==> src/rtl/ede_pkg.sv <==
// package for the edit distance engine: types, codes and the control store
`default_nettype none

package ede_pkg;

    localparam int MAX_FIRST_LEN  = 64;
    localparam int MAX_SECOND_LEN = 65535;
    localparam int FIRST_AW       = $clog2(MAX_FIRST_LEN);
    localparam int LEN_W          = $clog2(MAX_FIRST_LEN + 1);
    localparam int DIST_W         = 16;
    localparam int CHAR_W         = 8;
    localparam int CMD_W          = 2;
    localparam int STATUS_W       = 3;
    localparam int UA_W           = 5;

    localparam logic [CMD_W-1:0] CMD_APPEND = 2'd0;
    localparam logic [CMD_W-1:0] CMD_FEED   = 2'd1;
    localparam logic [CMD_W-1:0] CMD_REPORT = 2'd2;
    localparam logic [CMD_W-1:0] CMD_BAD    = 2'd3;

    localparam logic [STATUS_W-1:0] ST_OK           = 3'd0;
    localparam logic [STATUS_W-1:0] ST_FIRST_FULL   = 3'd1;
    localparam logic [STATUS_W-1:0] ST_FIRST_LOCKED = 3'd2;
    localparam logic [STATUS_W-1:0] ST_SECOND_SAT   = 3'd3;
    localparam logic [STATUS_W-1:0] ST_BAD_CMD      = 3'd4;

    localparam logic [DIST_W-1:0] SECOND_MAX = DIST_W'(MAX_SECOND_LEN);
    localparam logic [LEN_W-1:0]  FIRST_MAX  = LEN_W'(MAX_FIRST_LEN);

    // control store addresses
    localparam logic [UA_W-1:0] UA_APPEND      = 5'd0;
    localparam logic [UA_W-1:0] UA_APPEND_FULL = 5'd1;
    localparam logic [UA_W-1:0] UA_APPEND_DO   = 5'd2;
    localparam logic [UA_W-1:0] UA_FEED        = 5'd3;
    localparam logic [UA_W-1:0] UA_FEED_PRIME  = 5'd4;
    localparam logic [UA_W-1:0] UA_FEED_WALK   = 5'd5;
    localparam logic [UA_W-1:0] UA_FEED_DONE   = 5'd6;
    localparam logic [UA_W-1:0] UA_REPORT      = 5'd7;
    localparam logic [UA_W-1:0] UA_CLEAR       = 5'd8;
    localparam logic [UA_W-1:0] UA_ST_LOCKED   = 5'd9;
    localparam logic [UA_W-1:0] UA_ST_FULL     = 5'd10;
    localparam logic [UA_W-1:0] UA_ST_SAT      = 5'd11;
    localparam logic [UA_W-1:0] UA_ST_BAD      = 5'd12;
    localparam logic [UA_W-1:0] UA_ST_OK       = 5'd13;
    localparam logic [UA_W-1:0] UA_EMIT        = 5'd14;
    localparam logic [UA_W-1:0] UA_FETCH       = 5'd15;
    localparam logic [UA_W-1:0] UA_DISPATCH    = 5'd16;

    typedef enum logic [3:0] {
        OP_NOP,
        OP_CAPTURE,
        OP_APPEND,
        OP_PRIME,
        OP_WALK,
        OP_COUNT_INC,
        OP_SNAP,
        OP_CLEAR,
        OP_EMIT
    } op_t;

    typedef enum logic [3:0] {
        COND_NEVER,
        COND_ALWAYS,
        COND_NOT_VALID,
        COND_LOCKED,
        COND_FULL,
        COND_SAT,
        COND_LEN0,
        COND_MORE,
        COND_OUT_BUSY,
        COND_DISPATCH
    } cond_t;

    typedef struct packed {
        op_t                 op;
        logic [STATUS_W-1:0] status;
        cond_t               cond;
        logic [UA_W-1:0]     target;
    } uword_t;

    typedef struct packed {
        op_t                 op;
        logic [STATUS_W-1:0] status;
    } ctrl_t;

    typedef struct packed {
        logic             locked;
        logic             full;
        logic             sat;
        logic             len0;
        logic             more;
        logic [CMD_W-1:0] cmd;
    } flags_t;

    function automatic uword_t ucode_rom(input logic [UA_W-1:0] addr);
        uword_t w;
        w = '{op: OP_NOP, status: ST_OK, cond: COND_ALWAYS, target: UA_FETCH};
        unique case (addr)
            UA_APPEND:      w = '{OP_NOP,       ST_OK,           COND_LOCKED,    UA_ST_LOCKED};
            UA_APPEND_FULL: w = '{OP_NOP,       ST_OK,           COND_FULL,      UA_ST_FULL};
            UA_APPEND_DO:   w = '{OP_APPEND,    ST_OK,           COND_ALWAYS,    UA_ST_OK};
            UA_FEED:        w = '{OP_NOP,       ST_OK,           COND_SAT,       UA_ST_SAT};
            UA_FEED_PRIME:  w = '{OP_PRIME,     ST_OK,           COND_LEN0,      UA_FEED_DONE};
            UA_FEED_WALK:   w = '{OP_WALK,      ST_OK,           COND_MORE,      UA_FEED_WALK};
            UA_FEED_DONE:   w = '{OP_COUNT_INC, ST_OK,           COND_ALWAYS,    UA_ST_OK};
            UA_REPORT:      w = '{OP_SNAP,      ST_OK,           COND_NEVER,     UA_CLEAR};
            UA_CLEAR:       w = '{OP_CLEAR,     ST_OK,           COND_ALWAYS,    UA_EMIT};
            UA_ST_LOCKED:   w = '{OP_SNAP,      ST_FIRST_LOCKED, COND_ALWAYS,    UA_EMIT};
            UA_ST_FULL:     w = '{OP_SNAP,      ST_FIRST_FULL,   COND_ALWAYS,    UA_EMIT};
            UA_ST_SAT:      w = '{OP_SNAP,      ST_SECOND_SAT,   COND_ALWAYS,    UA_EMIT};
            UA_ST_BAD:      w = '{OP_SNAP,      ST_BAD_CMD,      COND_ALWAYS,    UA_EMIT};
            UA_ST_OK:       w = '{OP_SNAP,      ST_OK,           COND_NEVER,     UA_EMIT};
            UA_EMIT:        w = '{OP_EMIT,      ST_OK,           COND_OUT_BUSY,  UA_EMIT};
            UA_FETCH:       w = '{OP_CAPTURE,   ST_OK,           COND_NOT_VALID, UA_FETCH};
            UA_DISPATCH:    w = '{OP_NOP,       ST_OK,           COND_DISPATCH,  UA_FETCH};
            default:        w = '{OP_NOP,       ST_OK,           COND_ALWAYS,    UA_FETCH};
        endcase
        return w;
    endfunction

    function automatic logic [UA_W-1:0] dispatch_target(input logic [CMD_W-1:0] cmd);
        logic [UA_W-1:0] t;
        t = UA_ST_BAD;
        unique case (cmd)
            CMD_APPEND: t = UA_APPEND;
            CMD_FEED:   t = UA_FEED;
            CMD_REPORT: t = UA_REPORT;
            CMD_BAD:    t = UA_ST_BAD;
            default:    t = UA_ST_BAD;
        endcase
        return t;
    endfunction

endpackage

`default_nettype wire

==> src/rtl/ede_sequencer.sv <==
// microcode sequencer: step counter, control store and branch logic
`default_nettype none

module ede_sequencer (
    input  wire logic           aclk,
    input  wire logic           aresetn,
    input  wire logic           in_valid,
    input  wire logic           out_busy,
    input  ede_pkg::flags_t     flags,
    output ede_pkg::ctrl_t      ctrl
);
    import ede_pkg::*;

    logic [UA_W-1:0] upc_reg;
    logic [UA_W-1:0] upc_next;
    uword_t          uword;
    logic            taken;

    assign uword = ucode_rom(upc_reg);

    always_comb begin
        taken = 1'b0;
        unique case (uword.cond)
            COND_NEVER:     taken = 1'b0;
            COND_ALWAYS:    taken = 1'b1;
            COND_NOT_VALID: taken = !in_valid;
            COND_LOCKED:    taken = flags.locked;
            COND_FULL:      taken = flags.full;
            COND_SAT:       taken = flags.sat;
            COND_LEN0:      taken = flags.len0;
            COND_MORE:      taken = flags.more;
            COND_OUT_BUSY:  taken = out_busy;
            COND_DISPATCH:  taken = 1'b1;
            default:        taken = 1'b0;
        endcase
    end

    always_comb begin
        if (uword.cond == COND_DISPATCH) begin
            upc_next = dispatch_target(flags.cmd);
        end else if (taken) begin
            upc_next = uword.target;
        end else begin
            upc_next = upc_reg + UA_W'(1);
        end
    end

    always_ff @(posedge aclk) begin
        if (!aresetn) begin
            upc_reg <= UA_FETCH;
        end else begin
            upc_reg <= upc_next;
        end
    end

    assign ctrl.op     = uword.op;
    assign ctrl.status = uword.status;

endmodule

`default_nettype wire

==> src/rtl/ede_datapath.sv <==
// datapath: string and column memories, counters and the cell update
`default_nettype none

module ede_datapath (
    input  wire logic                          aclk,
    input  wire logic                          aresetn,
    input  ede_pkg::ctrl_t                     ctrl,
    input  wire logic                          in_valid,
    input  wire logic [ede_pkg::CMD_W-1:0]     in_command,
    input  wire logic [ede_pkg::CHAR_W-1:0]    in_ch,
    output ede_pkg::flags_t                    flags,
    output logic      [ede_pkg::DIST_W-1:0]    res_distance,
    output logic      [ede_pkg::STATUS_W-1:0]  res_status
);
    import ede_pkg::*;

    logic [CHAR_W-1:0] chars_mem [MAX_FIRST_LEN];
    logic [DIST_W-1:0] dp_mem    [MAX_FIRST_LEN];

    logic [CMD_W-1:0]    cmd_reg;
    logic [CHAR_W-1:0]   ch_reg;
    logic [LEN_W-1:0]    len_reg;
    logic [LEN_W-1:0]    len_next;
    logic [DIST_W-1:0]   count_reg;
    logic [DIST_W-1:0]   count_next;
    logic [FIRST_AW-1:0] idx_reg;
    logic [DIST_W-1:0]   above_reg;
    logic [DIST_W-1:0]   diag_reg;
    logic [DIST_W-1:0]   last_reg;
    logic [DIST_W-1:0]   res_distance_reg;
    logic [STATUS_W-1:0] res_status_reg;
    logic [CHAR_W-1:0]   chars_rd_reg;
    logic [DIST_W-1:0]   dp_rd_reg;

    logic [FIRST_AW-1:0] raddr;
    logic [DIST_W:0]     del_cost;
    logic [DIST_W:0]     ins_cost;
    logic [DIST_W:0]     sub_cost;
    logic [DIST_W:0]     min_ab;
    logic [DIST_W:0]     cell_min;
    logic [DIST_W-1:0]   cell_val;
    logic [DIST_W-1:0]   cur_dist;

    // cell update for one first-string position
    always_comb begin
        del_cost = {1'b0, dp_rd_reg} + (DIST_W+1)'(1);
        ins_cost = {1'b0, above_reg} + (DIST_W+1)'(1);
        sub_cost = {1'b0, diag_reg} + (DIST_W+1)'(chars_rd_reg != ch_reg);
        min_ab   = (del_cost < ins_cost) ? del_cost : ins_cost;
        cell_min = (min_ab < sub_cost) ? min_ab : sub_cost;
        cell_val = cell_min[DIST_W-1:0];
    end

    assign cur_dist = (len_reg == '0) ? count_reg : last_reg;
    assign raddr    = (ctrl.op == OP_WALK) ? (idx_reg + FIRST_AW'(1)) : '0;

    always_ff @(posedge aclk) begin
        chars_rd_reg <= chars_mem[raddr];
        dp_rd_reg    <= dp_mem[raddr];
        if (ctrl.op == OP_APPEND) begin
            chars_mem[len_reg[FIRST_AW-1:0]] <= ch_reg;
            dp_mem[len_reg[FIRST_AW-1:0]]    <= DIST_W'(len_reg) + DIST_W'(1);
        end else if (ctrl.op == OP_WALK) begin
            dp_mem[idx_reg] <= cell_val;
        end
    end

    always_comb begin
        len_next   = len_reg;
        count_next = count_reg;
        case (ctrl.op)
            OP_APPEND:    len_next   = len_reg + LEN_W'(1);
            OP_COUNT_INC: count_next = count_reg + DIST_W'(1);
            OP_CLEAR: begin
                len_next   = '0;
                count_next = '0;
            end
            default: begin
                len_next   = len_reg;
                count_next = count_reg;
            end
        endcase
    end

    always_ff @(posedge aclk) begin
        if (!aresetn) begin
            len_reg   <= '0;
            count_reg <= '0;
        end else begin
            len_reg   <= len_next;
            count_reg <= count_next;
        end
    end

    always_ff @(posedge aclk) begin
        case (ctrl.op)
            OP_CAPTURE: begin
                if (in_valid) begin
                    cmd_reg <= in_command;
                    ch_reg  <= in_ch;
                end
            end
            OP_APPEND: last_reg <= DIST_W'(len_reg) + DIST_W'(1);
            OP_PRIME: begin
                above_reg <= count_reg + DIST_W'(1);
                diag_reg  <= count_reg;
                idx_reg   <= '0;
            end
            OP_WALK: begin
                above_reg <= cell_val;
                diag_reg  <= dp_rd_reg;
                last_reg  <= cell_val;
                idx_reg   <= idx_reg + FIRST_AW'(1);
            end
            OP_SNAP: begin
                res_distance_reg <= cur_dist;
                res_status_reg   <= ctrl.status;
            end
            default: begin
            end
        endcase
    end

    assign flags.locked = (count_reg != '0);
    assign flags.full   = (len_reg == FIRST_MAX);
    assign flags.sat    = (count_reg == SECOND_MAX);
    assign flags.len0   = (len_reg == '0);
    assign flags.more   = ((LEN_W'(idx_reg) + LEN_W'(1)) < len_reg);
    assign flags.cmd    = cmd_reg;

    assign res_distance = res_distance_reg;
    assign res_status   = res_status_reg;

    ap_len_bound: assert property (@(posedge aclk) disable iff (!aresetn)
        len_reg <= FIRST_MAX)
        else $error("first string length past capacity");

    ap_walk_in_range: assert property (@(posedge aclk) disable iff (!aresetn)
        ctrl.op == OP_WALK |-> LEN_W'(idx_reg) < len_reg)
        else $error("column walk past stored first string");

    ap_count_step: assert property (@(posedge aclk) disable iff (!aresetn)
        ctrl.op == OP_COUNT_INC |=> count_reg == $past(count_reg) + DIST_W'(1))
        else $error("second count did not advance by one");

endmodule

`default_nettype wire

==> src/rtl/edit_distance_engine_unit.sv <==
// Levenshtein edit distance engine, top level with result register.
//
// Input channel s_*: one transaction carries s_command and s_ch. Command 0
// appends s_ch to the stored first string (up to 64 bytes), command 1 feeds
// one byte of the second string, command 2 reports and clears, command 3 is
// rejected. Every input transaction yields exactly one result transaction
// on m_* with m_distance and m_status (0 ok, 1 first full, 2 first locked,
// 3 second saturated, 4 bad command).
// One item at a time runs through a microcoded sequencer. A feed's time
// from acceptance to result valid grows with the first string length, set
// by the walk over the column memory at one entry per cycle; append, report
// and status-only items skip the walk.
// The next input transaction can be accepted from the cycle after the result
// is loaded.
// The result sits in an output register, so the next input transaction is
// accepted while a result still waits; if the receiver stalls with m_ready
// low, the sequencer holds before loading the next result.
// Reset clears the lengths and the handshake state; memories need no clearing
// and the sequencer starts at the fetch step.
`default_nettype none

module edit_distance_engine_unit (
    input  wire logic                          aclk,
    input  wire logic                          aresetn,
    input  wire logic                          s_valid,
    output logic                               s_ready,
    input  wire logic [ede_pkg::CMD_W-1:0]     s_command,
    input  wire logic [ede_pkg::CHAR_W-1:0]    s_ch,
    output logic                               m_valid,
    input  wire logic                          m_ready,
    output logic      [ede_pkg::DIST_W-1:0]    m_distance,
    output logic      [ede_pkg::STATUS_W-1:0]  m_status
);
    import ede_pkg::*;

    ctrl_t               ctrl;
    flags_t              flags;
    logic [DIST_W-1:0]   res_distance;
    logic [STATUS_W-1:0] res_status;
    logic                out_busy;
    logic                emit;

    logic                m_valid_reg;
    logic                m_valid_next;
    logic [DIST_W-1:0]   m_distance_reg;
    logic [STATUS_W-1:0] m_status_reg;

    ede_sequencer u_seq (
        .aclk     (aclk),
        .aresetn  (aresetn),
        .in_valid (s_valid),
        .out_busy (out_busy),
        .flags    (flags),
        .ctrl     (ctrl)
    );

    ede_datapath u_dp (
        .aclk         (aclk),
        .aresetn      (aresetn),
        .ctrl         (ctrl),
        .in_valid     (s_valid),
        .in_command   (s_command),
        .in_ch        (s_ch),
        .flags        (flags),
        .res_distance (res_distance),
        .res_status   (res_status)
    );

    assign s_ready  = (ctrl.op == OP_CAPTURE);
    assign out_busy = m_valid_reg && !m_ready;
    assign emit     = (ctrl.op == OP_EMIT) && !out_busy;

    always_comb begin
        if (emit) begin
            m_valid_next = 1'b1;
        end else if (m_ready) begin
            m_valid_next = 1'b0;
        end else begin
            m_valid_next = m_valid_reg;
        end
    end

    always_ff @(posedge aclk) begin
        if (!aresetn) begin
            m_valid_reg <= 1'b0;
        end else begin
            m_valid_reg <= m_valid_next;
        end
    end

    always_ff @(posedge aclk) begin
        if (emit) begin
            m_distance_reg <= res_distance;
            m_status_reg   <= res_status;
        end
    end

    assign m_valid    = m_valid_reg;
    assign m_distance = m_distance_reg;
    assign m_status   = m_status_reg;

    ap_one_at_a_time: assert property (@(posedge aclk) disable iff (!aresetn)
        s_valid && s_ready |=> !s_ready)
        else $error("second transaction taken while one is in flight");

    ap_emit_loads: assert property (@(posedge aclk) disable iff (!aresetn)
        emit |=> m_valid)
        else $error("result not presented after load");

    ap_rise_from_emit: assert property (@(posedge aclk) disable iff (!aresetn)
        $rose(m_valid) |-> $past(emit))
        else $error("result valid without a load");

    ap_status_code: assert property (@(posedge aclk) disable iff (!aresetn)
        m_valid |-> m_status <= ST_BAD_CMD)
        else $error("undefined status code on result");

endmodule

`default_nettype wire
==> config.mk <==
export PLATFORM = sky130hd
export DESIGN_NAME = edit_distance_engine_unit
export DESIGN_NICKNAME = d
export VERILOG_FILES = /design/src/rtl/ede_pkg.sv /design/src/rtl/ede_sequencer.sv /design/src/rtl/ede_datapath.sv /design/src/rtl/edit_distance_engine_unit.sv
export SDC_FILE = /design/constraint.sdc
export NUM_CORES = 2
export LEC_CHECK = 0
export BUFFER_PORTS_ARGS = -buffer_cell sky130_fd_sc_hd__buf_2
export CORE_UTILIZATION = 35
export CTS_BUF_LIST = sky130_fd_sc_hd__clkbuf_8
export CTS_CLUSTER_SIZE = 40
export DETAILED_ROUTE_END_ITERATION = 10
export SLEW_MARGIN = 0
export SYNTH_ARGS = -nofsm -noshare
export SYNTH_HDL_FRONTEND = slang
export SYNTH_SLANG_ARGS = --single-unit
export TNS_END_PERCENT = 1
==> constraint.sdc <==
create_clock -name aclk -period 7.8 [get_ports aclk]
set_input_delay 1.56 -clock aclk [delete_from_list [all_inputs] [get_ports aclk]]
set_output_delay 1.56 -clock aclk [all_outputs]
set_load 0.1 [all_outputs]
# == Word-level counts from Yosys, hierarchy flattened ==
# Memories as Yosys holds them, arrays and structs flattened. A register that Yosys moved wholly into a read port is not among the register bits.
# Index checks and enable logic that the tools add are counted.
# word_totals
ff_bits,131
ram_bits,1536
rom_bits,480
output_inout_bits,21
mem_count,3
# mem_list
name,depth,width,rd,rd_ports_with_merged_regs,write_ports,line_no,text
u_dp.dp_mem,64,16,1,1,1,ede_datapath.sv:18,logic [DIST_W-1:0] dp_mem [MAX_FIRST_LEN];
u_dp.chars_mem,64,8,1,1,1,ede_datapath.sv:17,logic [CHAR_W-1:0] chars_mem [MAX_FIRST_LEN];
(no name shown),32,15,1,1,0,ede_pkg.sv:98,unique case (addr)
# classes
n_addsub,9
magnitude_cmp,3
n_eq_ne,23
muxes,25
n_reduce_logical,16
# ops
cell,n
$pmux 16 s2,4
$mux 16,3
$add 16x1->17 const B,2
$lt 17x17->1,2
$eq 4x3->1 const B,8
$pmux 5 s4,1
$add 16x1->17,1
$mux 17,1
$add 16x1->16 const B,1
$eq 16x16->1 const B,1
$eq 4x2->1 const B,4
$reduce_bool 16->1,1
$reduce_or 16->1,1
$mux 5,3
$pmux 7 s2,1
$eq 4x4->1 const B,3
$mux 6,2
$pmux 6 s2,1
$reduce_bool 2->1,5
$add 7x1->8 const B,1
$eq 4x1->1 const B,2
$mux 1,8
$ne 8x8->1,1
$pmux 1 s8,1
14 further kinds,18

# == Depth between registers and ports, before layout ==
# logic_depth
word_depth,6
depth_mapped,29
mapped_depth_nobuf,25

# == Hierarchy ==
# Synthesis repeated with hierarchy kept, for this count alone.
# hier_totals
cells_unflattened,5088
area_unflattened_um2,71698.8
# modules_own_cells
module,n_inst,cells_each,area_each_um2
ede_datapath,1,4934,69892.0
ede_sequencer,1,129,1172.4
edit_distance_engine_unit,1,25,634.4

# == Least setup slack after synthesis ==
# No wires, ideal clock.
# synth_timing
path_kind,register to register
from,"register u_dp.dp_rd_reg[0], read port of u_dp.dp_mem"
to,"memory u_dp.dp_mem[0][1], data pin"
setup_time_ns,0.702
arrival_time_ns,7.088
setup_slack_ns,0.011
path_stages_with_launch,28
n_path_buf,4
path_cell_list,dfxtp_1 ha_1 and2_1 and2_1 and4_1 nand4_1 xor2_1 inv_1 ha_1 a21oi_1 nor2b_1 o21ai_0 nand2_1 a21oi_1 buf_2 buf_2 mux2i_1 ha_1 a21o_1 a21oi_1 o21ai_0 a21oi_1 o221ai_1 a31oi_1 buf_2 buf_4 mux2i_1 o21ai_0
# synth_between
elab_chain_len,6
# synth_lines
item,line_no,text
start: declaration,ede_datapath.sv:33,logic [DIST_W-1:0] dp_rd_reg;
$add 16x1->17 *,ede_datapath.sv:46,"del_cost = {1'b0, dp_rd_reg} + (DIST_W+1)'(1);"
$lt 17x17->1,ede_datapath.sv:49,min_ab = (del_cost < ins_cost) ? del_cost : ins_cost;
$mux 17 *,ede_datapath.sv:49,
$lt 17x17->1,ede_datapath.sv:50,cell_min = (min_ab < sub_cost) ? min_ab : sub_cost;
$mux 16 *,ede_datapath.sv:50,
$mux 16 (no line) *,n/a,
end: declaration,ede_datapath.sv:18,
# Mark *: on every way between the ends. The rest lies on a longest branch, timed or not.

# == Final worst setup path ==
# layout_timing
from,"register u_dp.dp_rd_reg[0], read port of u_dp.dp_mem"
to,"memory u_dp.dp_mem[24][13], data pin"
# The elaborated chain is that of the path after synthesis.

==> results.cfg <==
[clock_network]
cts_num_sinks = 1706
root_buffer = clkbuf_8
clk_latency_ns = 1.06
cts_tree = done
cts_inserted_buffers = 289
cts_max_path_buffers = 4
path_clk_slew_ns = 0.06
post_cts_buffers = 0
htree_levels = 5
ctsResizeCount = 0
ctsHoldBuffers = 0

[cells_and_area]
seqCellArea_um2 = 50500
regMostFlops = u_dp.dp_mem
layout-drive-gt1-share = 0.116
largest_register_ffs = 1024
most-common-layout-cells = edfxtp_1, nand2_1, clkbuf_8
nets = 5335
final_core_util = 0.397
multi_input_area_um2 = 18100
fillCellCount = 18400
layout_commonest_cell = edfxtp_1
area_growth_pct = 12.2

[logic_synthesis]
ys_top_cells_by_area = edfxtp_1, nand2_1, mux2i_1
synth_top_area_share = 0.702
yosysUniqueCellTypes = 77
synth-edff-count = 1638
syn_area_per_cell_um2 = 13.6
ys_ff_latch = 1706
yosys.area.top_type = edfxtp_1
syn_area_um2 = 70100
syn_nets = 5229
synth-async-reset-ratio = 0
yosys_warnings = 0
synth_cells = 5161
ys_seq_area_frac = 0.721
synth_flop_cell = edfxtp_1

[grt]
grt_pass1_wl_um = 297000
grt_max_degree = 131
grt_overflow_total = 0
antenna_found_initial = 3
grt_pass1_vias = 44000
track_usage = 0.198

[worst_setup_path]
critPathMaxFanout = 64
path_delay_family = compound AO/OA/AOI/OAI gates
worstSetupStartpointType = flip-flop
critPathRequiredTime_ns = 8.43
r2r_end = u_dp.dp_mem[24][13]
r2r_start = u_dp.dp_rd_reg[0]
critPathMaxStageDelay_ns = 0.62
reg2reg_slack_ns = 1.05
cpMaxStageDelayCell = mux2i_1
rr_worst_depth = 26
endpoint_kind = flip-flop
path_buf_inv = 3
path_class = reg2reg
cp_data_arrival_time_ns = 7.37

[timing]
min_period_ns = 6.75
rsz0062_at_grt = no
finalCritPeriodShare = 0.865
max_freq_mhz = 148
tightest_slew_ns = 1.24
finalSetupTns_ns = 0
hold_viol_final = 0
drv_slew = 0
setup_violations = 0
fin_skew_ns = 0.0739
slew-limit-headroom = 0.169

[power_and_ir_drop]
p_leak_uw = 0.0264
ir_drop_uv = 420
p_per_area_nw_per_um2 = 360

[min_path]
hold_path_depth = 0
hp-start = u_seq.uword[9]
min_to = u_dp.res_status[0]
hold_class = reg2reg

[drt]
totalWireLength_um = 205000
drtIter0Drc = 4801
drc_errors = 0
vias = 45200
wl_per_cell_um = 25.3
postRouteAntennaNets = 0
routed_via_density = 5.58
drtPass1Iterations = 6

[floorplan]
start_util = 0.354
ios = 35
die_w_um = 450
core_area_um2 = 198000
dieArea_um2 = 202000
rows = 163
die_y_um = 450

[run]
cap_violations = 0

[placement]
gp_congestion = 0.848
dp_hpwl_um = 112000
io_buffers = 34

[outcome]
outcome = completed
[cells in the mapped netlist (6+ instances only)]
master	number
a211oi_1	131
a21o_1	13
a21oi_1	200
a221oi_1	21
a22oi_1	13
a311oi_1	59
a31oi_1	133
a32oi_1	6
and2_1	12
and3_1	99
buf_1	50
buf_2	87
clkbuf_1	225
dfxtp_1	68
edfxtp_1	1638
ha_1	54
inv_1	57
mux2_2	31
mux2i_1	156
mux4_2	14
nand2_1	940
nand3_1	282
nand3b_1	8
nand4_1	15
nor2_1	251
nor2b_1	25
nor3_1	42
nor4_1	6
o2111ai_1	8
o211ai_1	47
o21ai_0	86
o221ai_1	159
o22ai_1	46
o2bb2ai_1	6
o31ai_1	10
or3_1	12
xnor2_1	33
xor2_1	46
[power breakdown]
part / switching [uW] / total, uW / internal [uW]
logic: 6880 / 9480 / 2610
registers: 292 / 11700 / 11400
clock network: 3540 / 7180 / 3640
total: 10700 / 28300 / 17600
[through the flow]
step / total power, uW / std cells / hold WS [ns] / instance area, um^2 / setup WS (ns)
2_1_floorplan: 17500 / 5161 / 0.386 / 70100 / 0.0105
3_3_place_gp: 21200 / 7616 / 0.394 / 73700 / 1.18
3_5_place_dp: 21300 / 7616 / 0.392 / 73700 / 1.17
4_1_cts: 28400 / 8103 / 0.410 / 78700 / 1.12
5_1_grt: 29500 / 8104 / 0.423 / 78700 / 0.603
6_report: 28300 / 8107 / 0.406 / 78700 / 1.05
[how the worst max path moves through the flow]
stage                                 start             endpoint  depth (start not counted)  slack (ns)
after CTS                 u_dp.dp_rd_reg[0]   u_dp.dp_mem[5][13]                         26        1.12
after detailed placement  u_dp.dp_rd_reg[0]  u_dp.dp_mem[30][13]                         26        1.17
after global placement    u_dp.dp_rd_reg[0]  u_dp.dp_mem[31][13]                         26        1.18
after global routing      u_dp.dp_rd_reg[0]  u_dp.dp_mem[25][13]                         26        0.60
after floorplan           u_dp.dp_rd_reg[0]    u_dp.dp_mem[0][1]                         27        0.01
final                     u_dp.dp_rd_reg[0]  u_dp.dp_mem[24][13]                         26        1.05
[worst reg2reg max path: cells and delay by family (launching register included)]
family | cells | cell delay [ns]
XOR/XNOR | 1 | 0.25
AND/OR/NAND/NOR | 7 | 0.93
adder cells (fa/ha/maj) | 3 | 0.85
multiplexers | 2 | 0.99
flip-flops | 1 | 0.48
AO/OA/AOI/OAI | 10 | 2.11
buffers and inverters | 3 | 0.68
[routing by layer]
layer / vias up / wire (um) / track usage
met2: 2067 / 97000 / 0.319
met4: 0 / 6680 / 0.0739
met1: 22900 / 83500 / 0.262
met5: - / 0 / 0
met3: 368 / 17600 / 0.0416
li1: 19900 / - / -
[cells by family after synthesis]
family          after synthesis  share of synthesized area
simple gates               1723                      0.107
xor+xnor                     79                    0.00987
buf+inv                     430                     0.0251
fa+ha+maj                    54                    0.00964
mux                         201                     0.0317
compound gates              968                     0.0959
flops                      1706                      0.721
[cell type report]
| cell class | instances | share of cell area |
|---|---|---|
| Tap cell | 2640 | 0.0420 |
| Clock inverter | 188 | 0.0110 |
| Antenna cell | 4 | 0.000127 |
| Timing Repair Buffer | 183 | 0.0185 |
| Sequential cell | 1706 | 0.643 |
| Clock buffer | 299 | 0.0523 |
| Inverter | 62 | 0.00318 |
| Multi-Input combinational cell | 3025 | 0.230 |
No activity file was read; power rests on OpenSTA's default activity.
